**src/crdg_pkg.sv**
```systemverilog
// Shared types, widths and constants of the circle ROI defect grader.
package crdg_pkg;

  // Default frame limits handed to the top-level parameters
  localparam int unsigned MAX_WIDTH_DEF  = 4096;
  localparam int unsigned MAX_HEIGHT_DEF = 4096;

  // Field and register widths
  localparam int unsigned GRAY_W     = 8;
  localparam int unsigned CX_W       = 12;
  localparam int unsigned CY_W       = 12;
  localparam int unsigned RAD_W      = 13;
  localparam int unsigned THR_W      = 8;
  localparam int unsigned LIM_W      = 17;
  localparam int unsigned DIM_W      = 13;
  localparam int unsigned CNT_W      = 25;
  localparam int unsigned VERD_W     = 2;
  localparam int unsigned CFG_IDX_W  = 3;
  localparam int unsigned CFG_DATA_W = 17;
  localparam int unsigned IN_DATA_W  = 8;
  localparam int unsigned OUT_DATA_W = 56;

  // Q1.16 fixed point
  localparam int unsigned Q16_SH  = 16;
  localparam int unsigned ONE_Q16 = 65536;

  // Register reset values
  localparam int unsigned THR_RESET    = 100;
  localparam int unsigned LIM_RESET    = 13107;
  localparam int unsigned WIDTH_RESET  = 640;
  localparam int unsigned HEIGHT_RESET = 480;

  typedef enum logic [VERD_W-1:0] {
    VERDICT_ABNORMAL    = 2'd0,
    VERDICT_QUALIFIED   = 2'd1,
    VERDICT_UNQUALIFIED = 2'd2
  } verdict_e;

  typedef enum logic [CFG_IDX_W-1:0] {
    CFG_CENTER_X        = 3'd0,
    CFG_CENTER_Y        = 3'd1,
    CFG_CIRCLE_RADIUS   = 3'd2,
    CFG_PIXEL_THRESHOLD = 3'd3,
    CFG_DEFECT_LIMIT    = 3'd4,
    CFG_IMAGE_WIDTH     = 3'd5,
    CFG_IMAGE_HEIGHT    = 3'd6
  } cfg_index_e;

  // Raster position status of the pixel at the head of the stream
  typedef struct packed {
    logic row_end;
    logic frame_end;
  } pix_flags_t;

endpackage

```
**src/crdg_pos_track.sv**
```systemverilog
// Raster position tracker: column and row of the next pixel, row and frame end.
module crdg_pos_track #(
  parameter int unsigned MAX_WIDTH  = crdg_pkg::MAX_WIDTH_DEF,
  parameter int unsigned MAX_HEIGHT = crdg_pkg::MAX_HEIGHT_DEF,
  localparam int unsigned CW = $clog2(MAX_WIDTH),
  localparam int unsigned RW = $clog2(MAX_HEIGHT),
  localparam int unsigned PW = CW + 1,
  localparam int unsigned PH = RW + 1
) (
  input  logic                        clk_i,
  input  logic                        rst_ni,
  input  logic                        step_i,
  input  logic [crdg_pkg::DIM_W-1:0]  image_width_i,
  input  logic [crdg_pkg::DIM_W-1:0]  image_height_i,
  output logic [CW-1:0]               col_o,
  output logic [RW-1:0]               row_o,
  output logic [PW-1:0]               width_o,
  output crdg_pkg::pix_flags_t        flags_o
);

  logic [CW-1:0] col_q, col_d;
  logic [RW-1:0] row_q, row_d;
  logic [PW-1:0] w;
  logic [PH-1:0] h;

  // Clamp the frame size to 1 .. maximum
  always_comb begin
    if (image_width_i == '0) begin
      w = PW'(1);
    end else if (32'(image_width_i) > MAX_WIDTH) begin
      w = PW'(MAX_WIDTH);
    end else begin
      w = PW'(image_width_i);
    end
    if (image_height_i == '0) begin
      h = PH'(1);
    end else if (32'(image_height_i) > MAX_HEIGHT) begin
      h = PH'(MAX_HEIGHT);
    end else begin
      h = PH'(image_height_i);
    end
  end

  // Detect the last column and the last pixel of the frame
  always_comb begin
    flags_o.row_end   = (PW'(col_q) + PW'(1)) >= w;
    flags_o.frame_end = flags_o.row_end && ((PH'(row_q) + PH'(1)) >= h);
  end

  // Advance the position on every accepted pixel
  always_comb begin
    col_d = col_q;
    row_d = row_q;
    if (step_i) begin
      if (flags_o.frame_end) begin
        col_d = '0;
        row_d = '0;
      end else if (flags_o.row_end) begin
        col_d = '0;
        row_d = row_q + RW'(1);
      end else begin
        col_d = col_q + CW'(1);
      end
    end
  end

  always_ff @(posedge clk_i or negedge rst_ni) begin
    if (!rst_ni) begin
      col_q <= '0;
      row_q <= '0;
    end else begin
      col_q <= col_d;
      row_q <= row_d;
    end
  end

  assign col_o   = col_q;
  assign row_o   = row_q;
  assign width_o = w;

endmodule

```
**src/circle_roi_defect_grader_unit.sv**
```systemverilog
// Top level of the circle ROI defect grader: pixel pipeline, frame counters and verdict.
//
// Grey pixels enter in raster order on the slave stream, one per clock unless stalled; the
// block tracks the column and row from the configured frame size. Each pixel goes through a
// five-stage pipeline (position, squared distance, inside/good count, defect product,
// verdict), so a frame's verdict reaches the master stream through the stage registers
// and the output register. Input is taken every cycle while the output register is free or
// being drained; it pauses only when a second frame's result reaches the product stage
// before the first verdict has been taken. The user must write registers through the plain
// write port only while no pixel or frame result is in flight; the block does not enforce it.
module circle_roi_defect_grader_unit #(
  parameter int unsigned MAX_WIDTH  = crdg_pkg::MAX_WIDTH_DEF,
  parameter int unsigned MAX_HEIGHT = crdg_pkg::MAX_HEIGHT_DEF
) (
  input  logic                             clk_i,
  input  logic                             rst_ni,
  // Configuration write port
  input  logic                             cfg_we_i,
  input  logic [crdg_pkg::CFG_IDX_W-1:0]   cfg_index_i,
  input  logic [crdg_pkg::CFG_DATA_W-1:0]  cfg_wdata_i,
  // Pixel stream
  input  logic                             s_axis_tvalid,
  output logic                             s_axis_tready,
  input  logic [crdg_pkg::IN_DATA_W-1:0]   s_axis_tdata,   // [7:0] gray_level
  // Result stream
  output logic                             m_axis_tvalid,
  input  logic                             m_axis_tready,
  // [1:0] verdict, [26:2] inside_total, [51:27] good_total, [55:52] zero
  output logic [crdg_pkg::OUT_DATA_W-1:0]  m_axis_tdata
);

  localparam int unsigned CW     = $clog2(MAX_WIDTH);
  localparam int unsigned RW     = $clog2(MAX_HEIGHT);
  localparam int unsigned PW     = CW + 1;
  localparam int unsigned DXW    = (CW > crdg_pkg::CX_W) ? CW : crdg_pkg::CX_W;
  localparam int unsigned DYW    = (RW > crdg_pkg::CY_W) ? RW : crdg_pkg::CY_W;
  localparam int unsigned R2_W   = 2 * crdg_pkg::RAD_W;
  localparam int unsigned DS_W   = ((DXW > DYW) ? 2 * DXW : 2 * DYW) + 1;
  localparam int unsigned CMP_W  = (DS_W > R2_W) ? DS_W : R2_W;
  localparam int unsigned PROD_W = crdg_pkg::LIM_W + crdg_pkg::CNT_W;
  localparam int unsigned PAD_W  = crdg_pkg::OUT_DATA_W - crdg_pkg::VERD_W
                                   - 2 * crdg_pkg::CNT_W;

  // Configuration registers
  logic [crdg_pkg::CX_W-1:0]  center_x_q;
  logic [crdg_pkg::CY_W-1:0]  center_y_q;
  logic [crdg_pkg::RAD_W-1:0] radius_q;
  logic [crdg_pkg::THR_W-1:0] threshold_q;
  logic [crdg_pkg::LIM_W-1:0] limit_q;
  logic [crdg_pkg::DIM_W-1:0] width_q;
  logic [crdg_pkg::DIM_W-1:0] height_q;

  // Write the addressed register; indexes beyond the list are dropped
  always_ff @(posedge clk_i or negedge rst_ni) begin
    if (!rst_ni) begin
      center_x_q  <= '0;
      center_y_q  <= '0;
      radius_q    <= '0;
      threshold_q <= crdg_pkg::THR_W'(crdg_pkg::THR_RESET);
      limit_q     <= crdg_pkg::LIM_W'(crdg_pkg::LIM_RESET);
      width_q     <= crdg_pkg::DIM_W'(crdg_pkg::WIDTH_RESET);
      height_q    <= crdg_pkg::DIM_W'(crdg_pkg::HEIGHT_RESET);
    end else if (cfg_we_i) begin
      case (cfg_index_i)
        crdg_pkg::CFG_CENTER_X:        center_x_q  <= cfg_wdata_i[crdg_pkg::CX_W-1:0];
        crdg_pkg::CFG_CENTER_Y:        center_y_q  <= cfg_wdata_i[crdg_pkg::CY_W-1:0];
        crdg_pkg::CFG_CIRCLE_RADIUS:   radius_q    <= cfg_wdata_i[crdg_pkg::RAD_W-1:0];
        crdg_pkg::CFG_PIXEL_THRESHOLD: threshold_q <= cfg_wdata_i[crdg_pkg::THR_W-1:0];
        crdg_pkg::CFG_DEFECT_LIMIT:    limit_q     <= cfg_wdata_i[crdg_pkg::LIM_W-1:0];
        crdg_pkg::CFG_IMAGE_WIDTH:     width_q     <= cfg_wdata_i[crdg_pkg::DIM_W-1:0];
        crdg_pkg::CFG_IMAGE_HEIGHT:    height_q    <= cfg_wdata_i[crdg_pkg::DIM_W-1:0];
        default: ;
      endcase
    end
  end

  // Pipeline control: stall everything only when a result meets a blocked output
  logic adv;
  logic accept;
  logic v1_q, v2_q, res3_q, res4_q;

  assign adv           = !(res4_q && m_axis_tvalid && !m_axis_tready);
  assign s_axis_tready = adv;
  assign accept        = s_axis_tvalid && adv;

  // Raster position of the incoming pixel
  logic [CW-1:0]        col;
  logic [RW-1:0]        row;
  logic [PW-1:0]        w_clamped;
  crdg_pkg::pix_flags_t flags;

  crdg_pos_track #(
    .MAX_WIDTH  (MAX_WIDTH),
    .MAX_HEIGHT (MAX_HEIGHT)
  ) u_pos (
    .clk_i          (clk_i),
    .rst_ni         (rst_ni),
    .step_i         (accept),
    .image_width_i  (width_q),
    .image_height_i (height_q),
    .col_o          (col),
    .row_o          (row),
    .width_o        (w_clamped),
    .flags_o        (flags)
  );

  // Stage 1: registered pixel and position
  logic [CW-1:0]              col1_q;
  logic [RW-1:0]              row1_q;
  logic [crdg_pkg::GRAY_W-1:0] gray1_q;
  logic                       last1_q;

  always_ff @(posedge clk_i) begin
    if (adv) begin
      col1_q  <= col;
      row1_q  <= row;
      gray1_q <= s_axis_tdata[crdg_pkg::GRAY_W-1:0];
      last1_q <= flags.frame_end;
    end
  end

  // Stage 2: squared distances and brightness test
  logic [DXW-1:0]   dx;
  logic [DYW-1:0]   dy;
  logic [2*DXW-1:0] dx2_q;
  logic [2*DYW-1:0] dy2_q;
  logic [R2_W-1:0]  r2_q;
  logic             bright2_q;
  logic             last2_q;

  always_comb begin
    if (DXW'(col1_q) >= DXW'(center_x_q)) begin
      dx = DXW'(col1_q) - DXW'(center_x_q);
    end else begin
      dx = DXW'(center_x_q) - DXW'(col1_q);
    end
    if (DYW'(row1_q) >= DYW'(center_y_q)) begin
      dy = DYW'(row1_q) - DYW'(center_y_q);
    end else begin
      dy = DYW'(center_y_q) - DYW'(row1_q);
    end
  end

  always_ff @(posedge clk_i) begin
    if (adv) begin
      dx2_q     <= (2*DXW)'(dx) * (2*DXW)'(dx);
      dy2_q     <= (2*DYW)'(dy) * (2*DYW)'(dy);
      r2_q      <= R2_W'(radius_q) * R2_W'(radius_q);
      bright2_q <= gray1_q > threshold_q;
      last2_q   <= last1_q;
    end
  end

  // Stage 3: frame counters; hand the totals on at the frame end and clear
  logic                      inside2;
  logic [crdg_pkg::CNT_W-1:0] inside_cnt_q, good_cnt_q;
  logic [crdg_pkg::CNT_W-1:0] inside_nxt, good_nxt;
  logic [crdg_pkg::CNT_W-1:0] ins3_q, good3_q;
  logic                      abn3_q;

  always_comb begin
    inside2    = (CMP_W'(dx2_q) + CMP_W'(dy2_q)) < CMP_W'(r2_q);
    inside_nxt = inside_cnt_q + crdg_pkg::CNT_W'(inside2);
    good_nxt   = good_cnt_q + crdg_pkg::CNT_W'(inside2 && bright2_q);
  end

  always_ff @(posedge clk_i or negedge rst_ni) begin
    if (!rst_ni) begin
      inside_cnt_q <= '0;
      good_cnt_q   <= '0;
    end else if (adv && v2_q) begin
      if (last2_q) begin
        inside_cnt_q <= '0;
        good_cnt_q   <= '0;
      end else begin
        inside_cnt_q <= inside_nxt;
        good_cnt_q   <= good_nxt;
      end
    end
  end

  always_ff @(posedge clk_i) begin
    if (adv) begin
      ins3_q  <= inside_nxt;
      good3_q <= good_nxt;
      abn3_q  <= 32'(radius_q) < 32'(w_clamped >> 2);
    end
  end

  // Stage 4: required good count scaled by the allowed good fraction
  logic [crdg_pkg::LIM_W-1:0] lim_sat;
  logic [crdg_pkg::LIM_W-1:0] keep_frac;
  logic [PROD_W-1:0]          rhs4_q;
  logic [crdg_pkg::CNT_W-1:0] ins4_q, good4_q;
  logic                       abn4_q;

  always_comb begin
    if (32'(limit_q) > crdg_pkg::ONE_Q16) begin
      lim_sat = crdg_pkg::LIM_W'(crdg_pkg::ONE_Q16);
    end else begin
      lim_sat = limit_q;
    end
    keep_frac = crdg_pkg::LIM_W'(crdg_pkg::ONE_Q16) - lim_sat;
  end

  always_ff @(posedge clk_i) begin
    if (adv) begin
      rhs4_q  <= PROD_W'(keep_frac) * PROD_W'(ins3_q);
      ins4_q  <= ins3_q;
      good4_q <= good3_q;
      abn4_q  <= abn3_q;
    end
  end

  // Verdict
  logic [PROD_W-1:0]  lhs4;
  crdg_pkg::verdict_e verdict;

  always_comb begin
    lhs4 = PROD_W'(good4_q) << crdg_pkg::Q16_SH;
    if (abn4_q) begin
      verdict = crdg_pkg::VERDICT_ABNORMAL;
    end else if (ins4_q != '0 && lhs4 >= rhs4_q) begin
      verdict = crdg_pkg::VERDICT_QUALIFIED;
    end else begin
      verdict = crdg_pkg::VERDICT_UNQUALIFIED;
    end
  end

  // Valid bits of the pipeline
  always_ff @(posedge clk_i or negedge rst_ni) begin
    if (!rst_ni) begin
      v1_q   <= 1'b0;
      v2_q   <= 1'b0;
      res3_q <= 1'b0;
      res4_q <= 1'b0;
    end else if (adv) begin
      v1_q   <= s_axis_tvalid;
      v2_q   <= v1_q;
      res3_q <= v2_q && last2_q;
      res4_q <= res3_q;
    end
  end

  // Output register: load a finished verdict, hold it until taken
  crdg_pkg::verdict_e         out_verdict_q;
  logic [crdg_pkg::CNT_W-1:0] out_inside_q, out_good_q;
  logic                       out_valid_q;

  always_ff @(posedge clk_i or negedge rst_ni) begin
    if (!rst_ni) begin
      out_valid_q <= 1'b0;
    end else if (adv && res4_q) begin
      out_valid_q <= 1'b1;
    end else if (m_axis_tready) begin
      out_valid_q <= 1'b0;
    end
  end

  always_ff @(posedge clk_i) begin
    if (adv && res4_q) begin
      out_verdict_q <= verdict;
      out_inside_q  <= ins4_q;
      out_good_q    <= good4_q;
    end
  end

  assign m_axis_tvalid = out_valid_q;
  assign m_axis_tdata  = {{PAD_W{1'b0}}, out_good_q, out_inside_q, out_verdict_q};

  // Frame counters start from zero after a frame end leaves the count stage
  a_cnt_clear: assert property (@(posedge clk_i) disable iff (!rst_ni)
    (adv && v2_q && last2_q) |=> (inside_cnt_q == '0 && good_cnt_q == '0))
    else $error("frame counters not cleared after frame end");

  // A qualified verdict needs at least one inside pixel
  a_qual_nonzero: assert property (@(posedge clk_i) disable iff (!rst_ni)
    (out_valid_q && out_verdict_q == crdg_pkg::VERDICT_QUALIFIED) |-> (out_inside_q != '0))
    else $error("qualified verdict with empty circle");

  // A waiting result is never overwritten by the next frame
  a_no_overwrite: assert property (@(posedge clk_i) disable iff (!rst_ni)
    (out_valid_q && !m_axis_tready && res4_q) |=> $stable(m_axis_tdata))
    else $error("pending verdict overwritten");

  // A result leaves the product stage only into a free or draining output
  a_res_flow: assert property (@(posedge clk_i) disable iff (!rst_ni)
    (res4_q && out_valid_q && !m_axis_tready) |=> res4_q)
    else $error("result lost in product stage");

endmodule

```
**config.mk**
```make
export PLATFORM = sky130hd
export DESIGN_NAME = circle_roi_defect_grader_unit
export DESIGN_NICKNAME = d
export VERILOG_FILES = /design/src/crdg_pkg.sv /design/src/crdg_pos_track.sv /design/src/circle_roi_defect_grader_unit.sv
export SDC_FILE = /design/constraint.sdc
export NUM_CORES = 2
export LEC_CHECK = 0
export ABC_AREA = 1
export BUFFER_PORTS_ARGS = -buffer_cell sky130_fd_sc_hd__buf_2
export CORE_MARGIN = 5
export CORE_UTILIZATION = 59
export CTS_CLUSTER_DIAMETER = 150
export CTS_CLUSTER_SIZE = 24
export DETAILED_ROUTE_END_ITERATION = 8
export GPL_TIMING_DRIVEN = 0
export PLACE_DENSITY = 0.76
export SYNTH_ARGS = -nofsm -noshare
export SYNTH_HDL_FRONTEND = slang
export SYNTH_SLANG_ARGS = --single-unit
```
**constraint.sdc**
```tcl
create_clock -name clk_i -period 9.53 [get_ports clk_i]
set_input_delay 0.953 -clock clk_i [delete_from_list [all_inputs] [get_ports clk_i]]
set_output_delay 0.953 -clock clk_i [all_outputs]
set_load 0.02 [all_outputs]
```
==> out/metrics.csv <==
stage,metric,value,unit
yosys,syn_inst,5748,
yosys,ys_types,62,
floorplanning,coreArea,0.0837,mm2
setup_path,cp_slowest_stage_delay,0.60,ns
global_routing,grt_pass1_vias,39100,
floorplanning,dieArea,0.0904,mm2
timing,setup_viol,0,
clocking,cts_setup_buffers,0,
layout,multiInputGateArea,0.0309,mm2
clocking,clock-sinks,469,
floorplanning,rows,106,
setup_path,required,9.99,ns
floorplanning,start_util,59.6,%
placement,dpl.hpwl,104,mm
setup_path,r2r_cells,39,
timing,fin_crit_sh,91.5,%
layout,seq_area,0.0133,mm2
clocking,cts_buffer_depth,3,
setup_path,crit_slowest_cell,o21ai_0,
run_status,outcome,finished clean,
setup_path,critPathKind,reg2reg,
route,drt_first_pass_iters,6,
yosys,synth_top_area_share,24.2,%
global_routing,grt_start_max_net_pins,139,
timing,hold_ws,0.224,ns
layout,drive_above_1_share,4.21,%
yosys,ys.flop_type,edfxtp_1,
layout,final_util,62.8,%
clocking,cts_resized,0,
flow_run,cap_violations,0,
layout,final_cells,7020,
floorplanning,die_w,301,um
placement,routabilityCongestion,0.963,
route,drt-total-wl,125,mm
setup_path,crit_family,adder cells,
yosys,synthesis.area,0.0498,mm2
global_routing,grtUsageTotal,28.0,%
setup_path,endpoint_kind,flip-flop,
yosys,synth-seq-area-share,26.6,%
layout,fin_nets,6964,
timing,max_slew_margin,39.1,%
yosys,yosysMostFrequentCell,inv_1,
clocking,clk_latency,0.64,ns
clocking,h-tree-depth,1,
clocking,cts_buffers,24,
layout,n_fill_cell,7029,
global_routing,grt_overflow,0,
yosys,synth_edf_count,302,
timing,hold_viol_final,0,
clocking,path_clk_slew,0.10,ns
timing,rsz0062_at_grt,false,
setup_path,r2r_start,limit_q[13],
layout,area_growth,5.44,%
clocking,ctsHoldBuffers,0,
setup_path,crit_path_start_kind,flip-flop,
timing,tns,0,ns
setup_path,crit_top_cell,nand2_1,
placement,dp_cells,6975,
setup_path,crit_fanout,10,
floorplanning,ioPinCount,91,
yosys,synth_async_sr_flop_share,35.6,%
route,viasPerCell,5.45,
setup_path,ff2ff_setup_slack,0.81,ns
yosys,yosysWarnings,0,
yosys,postSynthAreaPerCell,8.67,um2
global_routing,grt_pass1_wl,202,mm
route,vias,38200,
yosys,yosysTopAreaCell,fa_1,
route,ant_nets,0,
clocking,ctsRootBufferMaster,clkbuf_16,
setup_path,r2r_end,rhs4_q[29],
yosys,yosys-top-cells-area,"fa_1, edfxtp_1, ha_1, inv_1, nand2_1",
timing,worst_slew_pin_slew,0.910,ns
timing,fmax,115,MHz
timing,skew,0.0550,ns
yosys,synth_seq_cells,469,
setup_path,crit_cells,39,
global_routing,antenna_found_initial,4,
route,drtIter0Drc,3046,
timing,period_minus_slack,8.72,ns
setup_path,critPathBufInv,11,
placement,port_buffers,86,
clocking,cts_tree,done,
route,wl_per_cell,17.8,um
route,drc,0,
timing,slew_viol_final,0,
worst_hold_path,worst_hold_path_type,in2async,
setup_path,arrival,9.18,ns
yosys,synth_common_cells,"inv_1, nand2_1, fa_1",
floorplanning,die_y,301,um
## cells in the final DEF, fill, tap and decap left out, drive strengths merged, types with 5 or more instances in the layout
cell type	instances
inv	1338
clkinv	9
buf	146
or2	6
xnor2	51
nand2	1096
dfstp	17
o31ai	7
o21bai	23
o22ai	28
nor4	27
o21ai	260
o21a	6
dfrtp	150
a21boi	10
a21o	9
ha	462
a31oi	16
xor2	148
clkbuf	120
edfxtp	302
o211ai	7
fa	602
a211oi	5
nor3	43
nand4	46
nor2	490
a21oi	213
nand3	209
## sequential cells by signal (all words and copies together) (netlist names), 13 cells and up
register	flops
dx2_q	23
width_q	13
radius_q	13
r2_q	25
rhs4_q	42
out_good_q	25
dy2_q	23
good4_q	25
limit_q	17
good3_q	25
out_inside_q	25
good_cnt_q	25
inside_cnt_q	25
ins3_q	25
height_q	13
ins4_q	25
## through the flow
stage	area, um2	setup slack, ns
after detailed placement	51800	0.881
after CTS	52600	0.916
after floorplan	49900	1.90
after global placement	51700	-2.80
final	52600	0.807
after global routing	52600	0.290
## kinds of logic after synthesis
group	after synthesis	share of synthesized area, %
AO/OA/AOI/OAI	605	6.71
adder cells (fa/ha/maj)	1064	35.8
AND/OR/NAND/NOR	1931	15.9
buffers and inverters	1479	11.4
flip-flops	469	26.6
other	1	0.00752
XOR/XNOR	199	3.59
## cell type report
| type | count | area share (%) |
|---|---|---|
| Multi-Input combinational cell | 3803 | 58.8 |
| Sequential cell | 469 | 25.2 |
| Inverter | 1343 | 9.61 |
| Tap cell | 1134 | 2.70 |
| Clock buffer | 40 | 1.26 |
| Buffer | 136 | 1.20 |
| Timing Repair Buffer | 90 | 1.03 |
| Clock inverter | 4 | 0.117 |
| Antenna cell | 1 | 0.00476 |
## worst max path at each step
stage | startpoint | to | slack (ns)
floorplan | m_axis_tready | u_pos.row_o[4] | 1.90
global placement | m_axis_tready | u_pos.row_o[4] | -2.80
detailed placement | limit_q[0] | rhs4_q[34] | 0.88
CTS | limit_q[0] | rhs4_q[34] | 0.92
global route | limit_q[6] | rhs4_q[34] | 0.29
finish | limit_q[13] | rhs4_q[29] | 0.81
## metal layers
metal,GRT usage [%],up-vias,routed length [um]
met5,0,-,0
met4,12.2,0,6860
met3,4.91,276,10100
met2,46.4,1464,58200
met1,36.7,18500,50100
li1,-,18000,-
Power is left out: the tool's default activity adds up to more than one toggle a clock period on the data nets, which glitch-free logic cannot reach.
